==> src/design/monf_pkg.sv <==
// Shared types and codes for the normal-form word multiplier.
// Used by monf_step and by the top level monoid_normal_form_left_multiplier.
package monf_pkg;

    localparam int LETTER_W = 8;
    localparam int RUN_W    = LETTER_W + 1;
    localparam int STATUS_W = 3;
    localparam int ACTION_W = 2;
    localparam int WLEN_W   = 6;

    localparam logic [RUN_W-1:0] LETTER_MAX = RUN_W'(255);

    // item actions
    localparam logic [ACTION_W-1:0] ACT_CLEAR  = 2'd0;
    localparam logic [ACTION_W-1:0] ACT_APPEND = 2'd1;
    localparam logic [ACTION_W-1:0] ACT_LMUL   = 2'd2;
    localparam logic [ACTION_W-1:0] ACT_READ   = 2'd3;

    // result status codes
    localparam logic [STATUS_W-1:0] STS_OK         = 3'd0;
    localparam logic [STATUS_W-1:0] STS_OVERFLOW   = 3'd1;
    localparam logic [STATUS_W-1:0] STS_FULL       = 3'd2;
    localparam logic [STATUS_W-1:0] STS_NOT_NORMAL = 3'd3;
    localparam logic [STATUS_W-1:0] STS_EMPTY      = 3'd4;

    // compare/increment unit result
    typedef struct packed {
        logic             lt;       // stored letter below running letter
        logic             eq;       // stored letter equals running letter
        logic             ovf;      // running letter above the letter range
        logic [RUN_W-1:0] run_inc;  // running letter plus one
    } t_step;

endpackage

==> src/design/monoid_normal_form_left_multiplier.sv <==
// Top level: normal-form word store with append, left multiply and readout.
// Depends on monf_pkg, monf_ram and monf_step.
//
// Input channel (i_s_*): tuser carries the action (clear, append, left
// multiply, read out), tdata the letter. One item is taken at a time; the
// input is ready only while the sequencer is idle.
// Output channel (o_m_*): one transfer per clear, append or left multiply;
// a readout gives one transfer per stored letter (tlast on the final one),
// or a single transfer with status empty if the word holds no letters.
// Left multiply makes one RAM read and one pass of the compare/increment unit
// per place, with insertion and shift done in the same left-to-right pass;
// readout gives one letter per cycle while the receiver takes them.
// A stalled receiver holds the result register; the sequencer waits until the
// register is free for its result, then returns to idle and may take a new item.
// Synchronous active-low reset empties the word and returns to idle; the
// letter RAM itself is not cleared, only entries below the count are read.
module monoid_normal_form_left_multiplier #(
    parameter int MAX_WORD_LEN = 32
) (
    input  logic        i_clk,
    input  logic        i_rst_n,
    // input channel
    input  logic        i_s_tvalid,
    output logic        o_s_tready,
    input  logic [7:0]  i_s_tdata,   // [7:0] letter
    input  logic [1:0]  i_s_tuser,   // [1:0] action
    // output channel
    output logic        o_m_tvalid,
    input  logic        i_m_tready,
    output logic [15:0] o_m_tdata,   // [7:0] out_letter, [13:8] word_length, [15:14] zero
    output logic        o_m_tlast,   // last
    output logic [2:0]  o_m_tuser    // [2:0] status
);

    localparam int AW = (MAX_WORD_LEN > 1) ? $clog2(MAX_WORD_LEN) : 1;
    localparam int CW = $clog2(MAX_WORD_LEN + 1);

    localparam logic [2:0] S_IDLE = 3'd0;
    localparam logic [2:0] S_APP  = 3'd1;
    localparam logic [2:0] S_MUL  = 3'd2;
    localparam logic [2:0] S_READ = 3'd3;
    localparam logic [2:0] S_RESP = 3'd4;

    localparam logic [CW-1:0] MAX_CNT = CW'(MAX_WORD_LEN);

    // sequencer state
    logic [2:0]                       r_state, n_state;
    logic [CW-1:0]                    r_count, n_count;
    logic [CW-1:0]                    r_pos, n_pos;
    logic [monf_pkg::RUN_W-1:0]       r_run, n_run;
    logic                             r_ins, n_ins;
    logic [monf_pkg::LETTER_W-1:0]    r_carry, n_carry;
    logic [monf_pkg::STATUS_W-1:0]    r_status, n_status;

    // result register
    logic                             r_out_valid, n_out_valid;
    logic [monf_pkg::LETTER_W-1:0]    r_out_letter, n_out_letter;
    logic                             r_out_last, n_out_last;
    logic [monf_pkg::STATUS_W-1:0]    r_out_status, n_out_status;
    logic [monf_pkg::WLEN_W-1:0]      r_out_len, n_out_len;

    // RAM and unit signals
    logic                             ram_we, ram_re;
    logic [AW-1:0]                    ram_waddr, ram_raddr;
    logic [monf_pkg::LETTER_W-1:0]    ram_wdata, ram_rdata;
    monf_pkg::t_step                  step;

    logic                             in_xfer;
    logic                             out_free;
    logic [monf_pkg::ACTION_W-1:0]    in_action;
    logic [monf_pkg::LETTER_W-1:0]    in_letter;
    logic [CW-1:0]                    pos_inc;
    logic [CW-1:0]                    count_inc;

    assign in_action = i_s_tuser;
    assign in_letter = i_s_tdata;
    assign in_xfer   = i_s_tvalid && o_s_tready;
    assign out_free  = !r_out_valid || i_m_tready;
    assign pos_inc   = r_pos + CW'(1);
    assign count_inc = r_count + CW'(1);

    monf_ram #(
        .WIDTH (monf_pkg::LETTER_W),
        .DEPTH (MAX_WORD_LEN)
    ) u_ram (
        .i_clk   (i_clk),
        .i_we    (ram_we),
        .i_waddr (ram_waddr),
        .i_wdata (ram_wdata),
        .i_re    (ram_re),
        .i_raddr (ram_raddr),
        .o_rdata (ram_rdata)
    );

    monf_step u_step (
        .i_run    (r_run),
        .i_stored (ram_rdata),
        .o_res    (step)
    );

    // sequencer
    always_comb begin
        n_state      = r_state;
        n_count      = r_count;
        n_pos        = r_pos;
        n_run        = r_run;
        n_ins        = r_ins;
        n_carry      = r_carry;
        n_status     = r_status;
        n_out_valid  = r_out_valid && !i_m_tready;
        n_out_letter = r_out_letter;
        n_out_last   = r_out_last;
        n_out_status = r_out_status;
        n_out_len    = r_out_len;
        ram_we       = 1'b0;
        ram_waddr    = r_pos[AW-1:0];
        ram_wdata    = r_run[monf_pkg::LETTER_W-1:0];
        ram_re       = 1'b0;
        ram_raddr    = pos_inc[AW-1:0];

        unique case (r_state)
            S_IDLE: begin
                if (in_xfer) begin
                    n_run = {1'b0, in_letter};
                    n_pos = '0;
                    n_ins = 1'b0;
                    unique case (in_action)
                        monf_pkg::ACT_CLEAR: begin
                            n_count  = '0;
                            n_status = monf_pkg::STS_OK;
                            n_state  = S_RESP;
                        end
                        monf_pkg::ACT_APPEND: begin
                            if (r_count == MAX_CNT) begin
                                n_status = monf_pkg::STS_FULL;
                                n_state  = S_RESP;
                            end else if (r_count == '0) begin
                                // empty word: write the first letter directly
                                ram_we    = 1'b1;
                                ram_waddr = '0;
                                ram_wdata = in_letter;
                                n_count   = CW'(1);
                                n_status  = monf_pkg::STS_OK;
                                n_state   = S_RESP;
                            end else begin
                                // fetch the last letter for the order check
                                ram_re    = 1'b1;
                                ram_raddr = AW'(r_count - CW'(1));
                                n_state   = S_APP;
                            end
                        end
                        monf_pkg::ACT_LMUL: begin
                            if (r_count == MAX_CNT) begin
                                n_status = monf_pkg::STS_FULL;
                                n_state  = S_RESP;
                            end else begin
                                ram_re    = 1'b1;
                                ram_raddr = '0;
                                n_state   = S_MUL;
                            end
                        end
                        monf_pkg::ACT_READ: begin
                            if (r_count == '0) begin
                                n_status = monf_pkg::STS_EMPTY;
                                n_state  = S_RESP;
                            end else begin
                                ram_re    = 1'b1;
                                ram_raddr = '0;
                                n_state   = S_READ;
                            end
                        end
                        default: begin
                            n_state = S_IDLE;
                        end
                    endcase
                end
            end

            S_APP: begin
                // letter below the current last letter breaks normal form
                if (!step.lt && !step.eq) begin
                    n_status = monf_pkg::STS_NOT_NORMAL;
                end else begin
                    ram_we    = 1'b1;
                    ram_waddr = r_count[AW-1:0];
                    n_count   = count_inc;
                    n_status  = monf_pkg::STS_OK;
                end
                n_state = S_RESP;
            end

            S_MUL: begin
                if (r_pos == r_count) begin
                    // end of word: place the pending letter at the tail
                    if (!r_ins && step.ovf) begin
                        n_status = monf_pkg::STS_OVERFLOW;
                    end else begin
                        ram_we    = 1'b1;
                        ram_wdata = r_ins ? r_carry : r_run[monf_pkg::LETTER_W-1:0];
                        n_count   = count_inc;
                        n_status  = monf_pkg::STS_OK;
                    end
                    n_state = S_RESP;
                end else begin
                    // prefetch the next letter every cycle
                    ram_re = 1'b1;
                    n_pos  = pos_inc;
                    if (!r_ins && step.lt) begin
                        n_run = step.run_inc;
                    end else begin
                        // insert, or shift the displaced letter one place right
                        ram_we    = 1'b1;
                        ram_wdata = r_ins ? r_carry : r_run[monf_pkg::LETTER_W-1:0];
                        n_carry   = ram_rdata;
                        n_ins     = 1'b1;
                    end
                end
            end

            S_READ: begin
                if (out_free) begin
                    n_out_valid  = 1'b1;
                    n_out_letter = ram_rdata;
                    n_out_last   = (pos_inc == r_count);
                    n_out_status = monf_pkg::STS_OK;
                    n_out_len    = monf_pkg::WLEN_W'(r_count);
                    ram_re       = 1'b1;
                    n_pos        = pos_inc;
                    if (pos_inc == r_count) begin
                        n_state = S_IDLE;
                    end
                end
            end

            S_RESP: begin
                if (out_free) begin
                    n_out_valid  = 1'b1;
                    n_out_letter = '0;
                    n_out_last   = 1'b1;
                    n_out_status = r_status;
                    n_out_len    = monf_pkg::WLEN_W'(r_count);
                    n_state      = S_IDLE;
                end
            end

            default: begin
                n_state = S_IDLE;
            end
        endcase
    end

    // control registers
    always_ff @(posedge i_clk) begin
        if (!i_rst_n) begin
            r_state     <= S_IDLE;
            r_count     <= '0;
            r_out_valid <= 1'b0;
        end else begin
            r_state     <= n_state;
            r_count     <= n_count;
            r_out_valid <= n_out_valid;
        end
    end

    // payload registers
    always_ff @(posedge i_clk) begin
        r_pos        <= n_pos;
        r_run        <= n_run;
        r_ins        <= n_ins;
        r_carry      <= n_carry;
        r_status     <= n_status;
        r_out_letter <= n_out_letter;
        r_out_last   <= n_out_last;
        r_out_status <= n_out_status;
        r_out_len    <= n_out_len;
    end

    assign o_s_tready = (r_state == S_IDLE);
    assign o_m_tvalid = r_out_valid;
    assign o_m_tdata  = {2'b00, r_out_len, r_out_letter};
    assign o_m_tlast  = r_out_last;
    assign o_m_tuser  = r_out_status;

endmodule

==> src/design/monf_ram.sv <==
// Generic single-write, single-read RAM with registered read data.
// No dependencies.
module monf_ram #(
    parameter int WIDTH = 8,
    parameter int DEPTH = 32
) (
    input  logic                     i_clk,
    input  logic                     i_we,
    input  logic [$clog2(DEPTH)-1:0] i_waddr,
    input  logic [WIDTH-1:0]         i_wdata,
    input  logic                     i_re,
    input  logic [$clog2(DEPTH)-1:0] i_raddr,
    output logic [WIDTH-1:0]         o_rdata
);

    logic [WIDTH-1:0] r_mem [DEPTH];
    logic [WIDTH-1:0] r_rdata;

    always_ff @(posedge i_clk) begin
        if (i_we) begin
            r_mem[i_waddr] <= i_wdata;
        end
        if (i_re) begin
            r_rdata <= r_mem[i_raddr];
        end
    end

    assign o_rdata = r_rdata;

endmodule

==> src/design/monf_step.sv <==
// Shared compare/increment unit: compares a stored letter against the running letter.
// Depends on monf_pkg.
module monf_step (
    input  logic [monf_pkg::RUN_W-1:0]    i_run,
    input  logic [monf_pkg::LETTER_W-1:0] i_stored,
    output monf_pkg::t_step               o_res
);

    logic [monf_pkg::RUN_W-1:0] stored_ext;

    assign stored_ext    = {1'b0, i_stored};
    assign o_res.lt      = stored_ext < i_run;
    assign o_res.eq      = stored_ext == i_run;
    assign o_res.ovf     = i_run > monf_pkg::LETTER_MAX;
    assign o_res.run_inc = i_run + monf_pkg::RUN_W'(1);

endmodule

==> config.mk <==
export PLATFORM = sky130hd
export DESIGN_NAME = monoid_normal_form_left_multiplier
export DESIGN_NICKNAME = d
export VERILOG_FILES = /design/src/design/monf_pkg.sv /design/src/design/monoid_normal_form_left_multiplier.sv /design/src/design/monf_ram.sv /design/src/design/monf_step.sv
export SDC_FILE = /design/constraint.sdc
export NUM_CORES = 1
export LEC_CHECK = 0
export BUFFER_PORTS_ARGS = -buffer_cell sky130_fd_sc_hd__buf_4
export CORE_MARGIN = 4
export CORE_UTILIZATION = 30
export DETAILED_ROUTE_END_ITERATION = 16
export PLACE_DENSITY = 0.5
export SLEW_MARGIN = 20
export SYNTH_ARGS = -nofsm -noshare
export SYNTH_HDL_FRONTEND = slang
export SYNTH_SLANG_ARGS = --single-unit
==> constraint.sdc <==
create_clock -name i_clk -period 4.04 [get_ports i_clk]
set_input_delay 0.404 -clock i_clk [delete_from_list [all_inputs] [get_ports i_clk]]
set_output_delay 0.404 -clock i_clk [all_outputs]
set_load 0.02 [all_outputs]
* Word level (Yosys, flattened, before mapping)
Memories as Yosys holds them, arrays and structs flattened. A register that Yosys moved wholly into a read port is not among the register bits.
Cells that the tools add are included.
** Word-level totals
- Memory bits (writable) :: 256
- Output and inout port bits :: 22
- Input bits :: 14
- Word-level logic and storage cells :: 168
- Memories kept :: 1
- Flip-flop bits (word level) :: 55
** Cells by class
- Order comparisons :: 2
- Reduce and logical (&&, ||, !) cells :: 28
- Equality and inequality tests :: 27
- Muxes and demuxes :: 92
- Add/sub/neg operators :: 4
- Bitwise operators :: 2
** Memories
- u_ram.r_mem :: depth 32, width 8, rd ports 1, clocked after Yosys merged registers in 1, write ports 1, RTL line monf_ram.sv:16 : logic [WIDTH-1:0] r_mem [DEPTH];
** Operators with widths (number)
- $mux 8 :: 10
- $mux 5 :: 11
- $mux 6 :: 9
- $mux 3 :: 16
- $pmux 6 s3 :: 2
- $pmux 8 s2 :: 2
- $mux 9 :: 3
- $mux 1 :: 24
- $pmux 3 s4 :: 2
- $ne 2x2->1 const B :: 9
- $pmux 9 s2 :: 1
- $pmux 3 s5 :: 1
- $pmux 5 s3 :: 1
- $add 6x1->6 const B :: 2
- $eq 6x6->1 :: 2
- $ne 3x3->1 const B :: 4
- $pmux 6 s2 :: 1
- $reduce_and 4->1 :: 3
- $pmux 5 s2 :: 1
- $add 9x1->9 const B :: 1
- $eq 8x9->1 :: 1
- $gt 9x8->1 const B :: 1
- $lt 8x9->1 :: 1
- $pmux 1 s3 :: 3
- other kinds (29) :: 44

* Depth between registers and ports, before layout
- Depth after elaboration :: 8
- Gate-level depth with buffers :: 14
- Depth with buffers taken out :: 10

* By module
From an unflattened synthesis, not the netlist that was laid out.
** Second synthesis, totals
- Cells, all modules :: 780
- Area, all modules :: 13653.1 µm²
** Modules (own cells, without submodules)
- monf_ram :: cells an instance 417, times used 1, seq. area each 7927.6 µm², area an instance 10133.5 µm²
- monoid_normal_form_left_multiplier :: cells an instance 313, times used 1, seq. area each 1551.5 µm², area an instance 3166.8 µm²
- monf_step :: cells an instance 50, times used 1, seq. area each 0.0 µm², area an instance 352.8 µm²

* Worst setup path after synthesis
OpenSTA, ideal clock, no wires.
- Path type :: reg2reg
- From :: register r_run[1] (netlist name)
- To :: memory u_ram.r_mem[22][0] (enable)
- Setup slack :: 0.799 ns
- Arrival :: 2.870 ns
- Buffers on the path :: 1
- Library setup time :: 0.371 ns
- Stages on the path, launching flop included :: 12
- Cell sequence :: edfxtp_1 inv_1 ha_1 nor2b_1 o21a_1 o21bai_1 a311oi_1 a21bo_2 clkbuf_1 mux2i_1 nand2_1 nor2_1
** Between the ends
- Cells in the longest elaborated chain, start to end :: 7
- Elaborated cells on any way between the ends :: 17
** Ends and longest elaborated chain
- start, declared :: RTL line monoid_normal_form_left_multiplier.sv:50 : logic [monf_pkg::RUN_W-1:0] r_run, n_run;
- start signal, assigned :: RTL line monoid_normal_form_left_multiplier.sv:268 : r_run <= n_run;
- $lt 8x9->1 (tied with other cells) :: RTL line monf_step.sv:12 : assign o_res.lt = stored_ext < i_run;
- $logic_and 1x1->1 (tied with other cells) :: RTL line monoid_normal_form_left_multiplier.sv:208 : if (!r_ins && step.lt) begin
- $mux 1 (tied with other cells) :: RTL line monoid_normal_form_left_multiplier.sv:208
- $mux 1 (on tied branches) :: RTL line monoid_normal_form_left_multiplier.sv:193, monoid_normal_form_left_multiplier.sv:181
- $pmux 1 s3 :: RTL line monoid_normal_form_left_multiplier.sv:121 : unique case (r_state)
- $mux 1 :: RTL line monf_ram.sv:20 : if (i_we) begin
- $mux 1 (not written as such) :: RTL line monf_ram.sv:21 : r_mem[i_waddr] <= i_wdata;
- end, declared :: RTL line monf_ram.sv:16
Several ways; a longest one is shown, not always the timed one.

* Worst setup path after layout
- From :: register r_count[0]
- To :: register u_ram.r_rdata[1] (netlist: u_ram.o_rdata[1]) (read register of u_ram.r_mem) (data pin)
** Between the ends
- Cells in the longest elaborated chain, start to end :: 6
- Elaborated cells on any way between the ends :: 18
** Ends and longest elaborated chain
- start, declared :: RTL line monoid_normal_form_left_multiplier.sv:48 : logic [CW-1:0] r_count, n_count;
- start signal, assigned :: RTL line monoid_normal_form_left_multiplier.sv:260 : r_count <= n_count;
- $sub 5x1->5 / $logic_not 6->1 (equally long branches) :: RTL line monoid_normal_form_left_multiplier.sv:148, monoid_normal_form_left_multiplier.sv:137, monoid_normal_form_left_multiplier.sv:163
- $mux 5 / $mux 1 (equally long branches) :: RTL line monoid_normal_form_left_multiplier.sv:137, monoid_normal_form_left_multiplier.sv:163
- $mux 5 / $mux 1 (equally long branches) :: RTL line monoid_normal_form_left_multiplier.sv:134 : if (r_count == MAX_CNT) begin
- $pmux 5 s3 / $pmux 1 s3 (equally long branches) :: RTL line monoid_normal_form_left_multiplier.sv:127 : unique case (in_action)
- $mux 5 / $mux 1 (equally long branches) :: RTL line monoid_normal_form_left_multiplier.sv:123 : if (in_xfer) begin
- $mux 5 / $pmux 1 s3 (equally long branches) :: RTL line monoid_normal_form_left_multiplier.sv:121
- end, declared :: RTL line monf_ram.sv:17 : logic [WIDTH-1:0] r_rdata;
Several ways; a longest one is shown, not always the timed one.
A chain may end at the register's enable or synchronous reset.

==> summary.md <==
| Metric | Value |
|---|---|
| Placement Cell Area | `between 0.015 and 0.02 mm2` |
| R2R cell count | `12` |
| Root Buffer | `clkbuf_16` |
| Ratio of cells with drive above 1 in the final layout | `14.6%` |
| Resized cells post-CTS | `0` |
| Seq cells post-synth | `319` |
| PD cells | `496 mW/mm2` |
| Die H | `226 um` |
| VDD IR-drop max | `0.231 mV` |
| Final Max Slew Viols | `0` |
| Syn_area_per_cell | `12.3 um2` |
| Clock skew | `0.0201 ns` |
| Remaining DRCs | `0` |
| CTS sink cnt | `319` |
| Post-synth top area share | `65.1%` |
| Filler instances | `4527` |
| Routed len/inst | `approximately 21 um` |
| Vias | `9595` |
| Worst EP required | `approximately 4.3 ns` |
| Die width | `226 um` |
| Post-CTS Setup Inserts | `0` |
| Hold Path Class | `input port to flip-flop` |
| Critical Path AT | `a little under 4 ns` |
| Leak | `between 5 and 6 nW` |
| CTS tree | `built` |
| Nets | `1259` |
| Post-Syn Instances | `1157` |
| Fmax | `0.276 GHz` |
| Synth warnings | `0` |
| Area delta synth->final | `16.8%` |
| DP HPWL | `24.9 mm` |
| MaxCap Viol Count | `0` |
| CP Capture Type | `flip-flop` |
| Worst hold start | `i_s_tdata[3]` |
| Synth top cells by count | `309 x edfxtp_1, 150 x nand2_1, 109 x nand3_1` |
| H-tree levels | `2` |
| Post-synth EDFFs | `between 300 and 400` |
| Slew @ Worst Pin | `1.17 ns` |
| Die area | `about 0.05 mm2` |
| Pin count of the biggest net entering global routing | `57` |
| I/O pins | `36` |
| Synth Flop Type | `edfxtp_1` |
| Vias in the first global route | `9417` |
| Synth cell types | `73` |
| Hold WS | `0.166 ns` |
| Synthesized area | `0.0142 mm2` |
| Setup CP Type | `flip-flop to flip-flop` |
| DR iter-0 viols | `just under 800` |
| Vias per cell | `5.16` |
| FF-to-FF End | `u_ram.o_rdata[1]$_DFFE_PP_` |
| Min Tclk post-route | `roughly 3.6 ns` |
| Ant. Diodes | `0` |
| Buffers on Ports | `33` |
| Final period utilization | `89.6%` |
| RSZ-0062 raised after global routing | `false` |
| Sum of negative setup slack | `0 ns` |
| First-pass GRT wire length | `approximately 59 mm` |
| Pwr Total | `between 0.008 and 0.009 W` |
| Hold endpoint | `r_run[3]$_DFFE_PP_` |
| Cts bufs inserted | `36` |
| Status | `completed` |
| R2r startpoint | `r_count[0]$_SDFFE_PN0P_` |
| Biggest area consumer among synthesized cells | `edfxtp_1` |
| Max transition margin | `a little over a fifth` |
| Count leader, synth | `edfxtp_1` |
| Clk_lat worst skew | `0.54 ns` |
| Endpoints failing setup | `0` |
| Clk slew on worst S/H paths | `about 0.060 ns` |
| Clk buf depth | `3` |
| FFs w/ async S/R, synth | `0%` |
| Starting density of the core | `a little under a third` |
| Total Wirelength | `39.3 mm` |
| Post-synthesis sequential area ratio | `66.5%` |
| Final instance area | `between 0.015 and 0.02 mm2` |
| Core area | `0.0468 mm2` |
| Placer Congestion | `0.811` |
| First drt pass iteration count | `7` |
| Initial antenna violation count | `0` |
| Worst R2R Setup Slack | `0.42 ns` |
| GR Overflow Total | `0` |
| Synth area leaders | `edfxtp_1 65%, nand2_1 4.0%, nand3_1 3.8%` |
| Total GRT Usage | `15.1%` |
| WHS Path Cells | `3` |
| Crit-path max FO | `17` |
| Startpoint types | `flip-flop` |
| Antenna viol nets, final | `0` |
| Hold Violations, Final | `0` |
| Row count | `79` |
| Hold Buf Count CTS | `0` |
## power breakdown
part           switching [W]  internal, W  total [W]
logic               0.000877     0.000451    0.00133
registers          0.0000597      0.00381    0.00387
clock network        0.00131      0.00175    0.00306
total                0.00225      0.00601    0.00826
## metal layers
metal	routed length, um	global-route usage (%)	vias up
li1	-	-	4495
met1	18300	21.8	4748
met2	17900	23.6	297
met3	2290	2.91	55
met4	847	3.64	0
met5	0	0	-
## how the worst max path moves through the flow
stage / from / endpoint / slack, ns / cells past startpoint
global route: r_count[0]$_SDFFE_PN0P_ / u_ram.o_rdata[1]$_DFFE_PP_ / 0.20 / 12
finish: r_count[0]$_SDFFE_PN0P_ / u_ram.o_rdata[1]$_DFFE_PP_ / 0.42 / 12
CTS: r_count[0]$_SDFFE_PN0P_ / u_ram.o_rdata[1]$_DFFE_PP_ / 0.41 / 12
detailed placement: r_count[0]$_SDFFE_PN0P_ / u_ram.o_rdata[1]$_DFFE_PP_ / 0.38 / 12
floorplan: r_run[1]$_DFFE_PP_ / u_ram.r_mem[22][0]$_DFFE_PP_ / 0.80 / 11
global placement: u_ram.o_rdata[6]$_DFFE_PP_ / u_ram.r_mem[8][3]$_DFFE_PP_ / 0.44 / 8
## placed cells by master, fill, tap and decap left out, types with 11 or more instances in the layout
| master | count |
|---|---|
| a21boi_0 | 18 |
| nand3_1 | 109 |
| a21oi_1 | 40 |
| nor4_1 | 11 |
| ha_1 | 13 |
| inv_1 | 23 |
| nand2_1 | 150 |
| and3_1 | 52 |
| a211oi_1 | 18 |
| o21ai_0 | 39 |
| edfxtp_1 | 309 |
| a31oi_1 | 21 |
| nor2_1 | 67 |
| a211o_1 | 31 |
| nor3_1 | 14 |
| xnor2_1 | 16 |
| buf_4 | 109 |
| clkbuf_16 | 37 |
| nor2b_1 | 12 |
## worst max-delay path: stages, from the launching register on
cell and delay (ns):
dfxtp_1 0.31, inv_1 0.07, ha_1 0.23, or4b_4 0.58
o211ai_1 0.37, nand3_1 0.25, nand2_2 0.40, nand2_1 0.33
a21oi_1 0.32, nor4_1 0.08, buf_4 0.16, nor4b_2 0.15
buf_4 0.14
## flip-flops by register name, summed over array words and instances, names as in the netlist
signal,count
r_ins,1
u_ram.r_mem,256
o_m_tvalid,1
u_ram.o_rdata,8
r_out_len,6
o_m_tlast,1
r_state,3
r_count,6
r_status,3
r_run,9
r_carry,8
r_out_letter,8
o_m_tuser,3
r_pos,6
## per-stage QoR
stage	instances	utilization [%]	worst slack, ns
CTS	1860	35.6	0.407
floorplan	1158	-	0.799
global placement	1801	33.3	0.438
finish	1860	35.6	0.421
detailed placement	1801	33.3	0.383
global route	1860	35.6	0.199
## layout make-up
cell class / count / area, um2 / area share (%)
flip-flops and latches: 319 / 9480 / 56.9
multi-input cells: 739 / 4350 / 26.1
clock buffers: 47 / 963 / 5.79
repair buffers: 113 / 898 / 5.40
well taps: 607 / 759 / 4.56
clock inverters: 12 / 114 / 0.684
inverters: 23 / 86.3 / 0.519
## logic make-up (layout without fill, tap and decap cells)
logic type | count (synthesis) | after routing | share of synthesized area, %
other | 1 | 2 | 0.0263
adders and majority gates | 13 | 13 | 1.14
and+or+nand+nor | 463 | 463 | 16.3
muxes | 4 | 4 | 0.290
xor gates and xnor gates | 25 | 25 | 1.54
AOI/OAI and AO/OA | 232 | 232 | 11.0
DFF | 319 | 319 | 66.5
buffers and inverters | 100 | 195 | 3.09
Power figures use the tool's default switching activity.
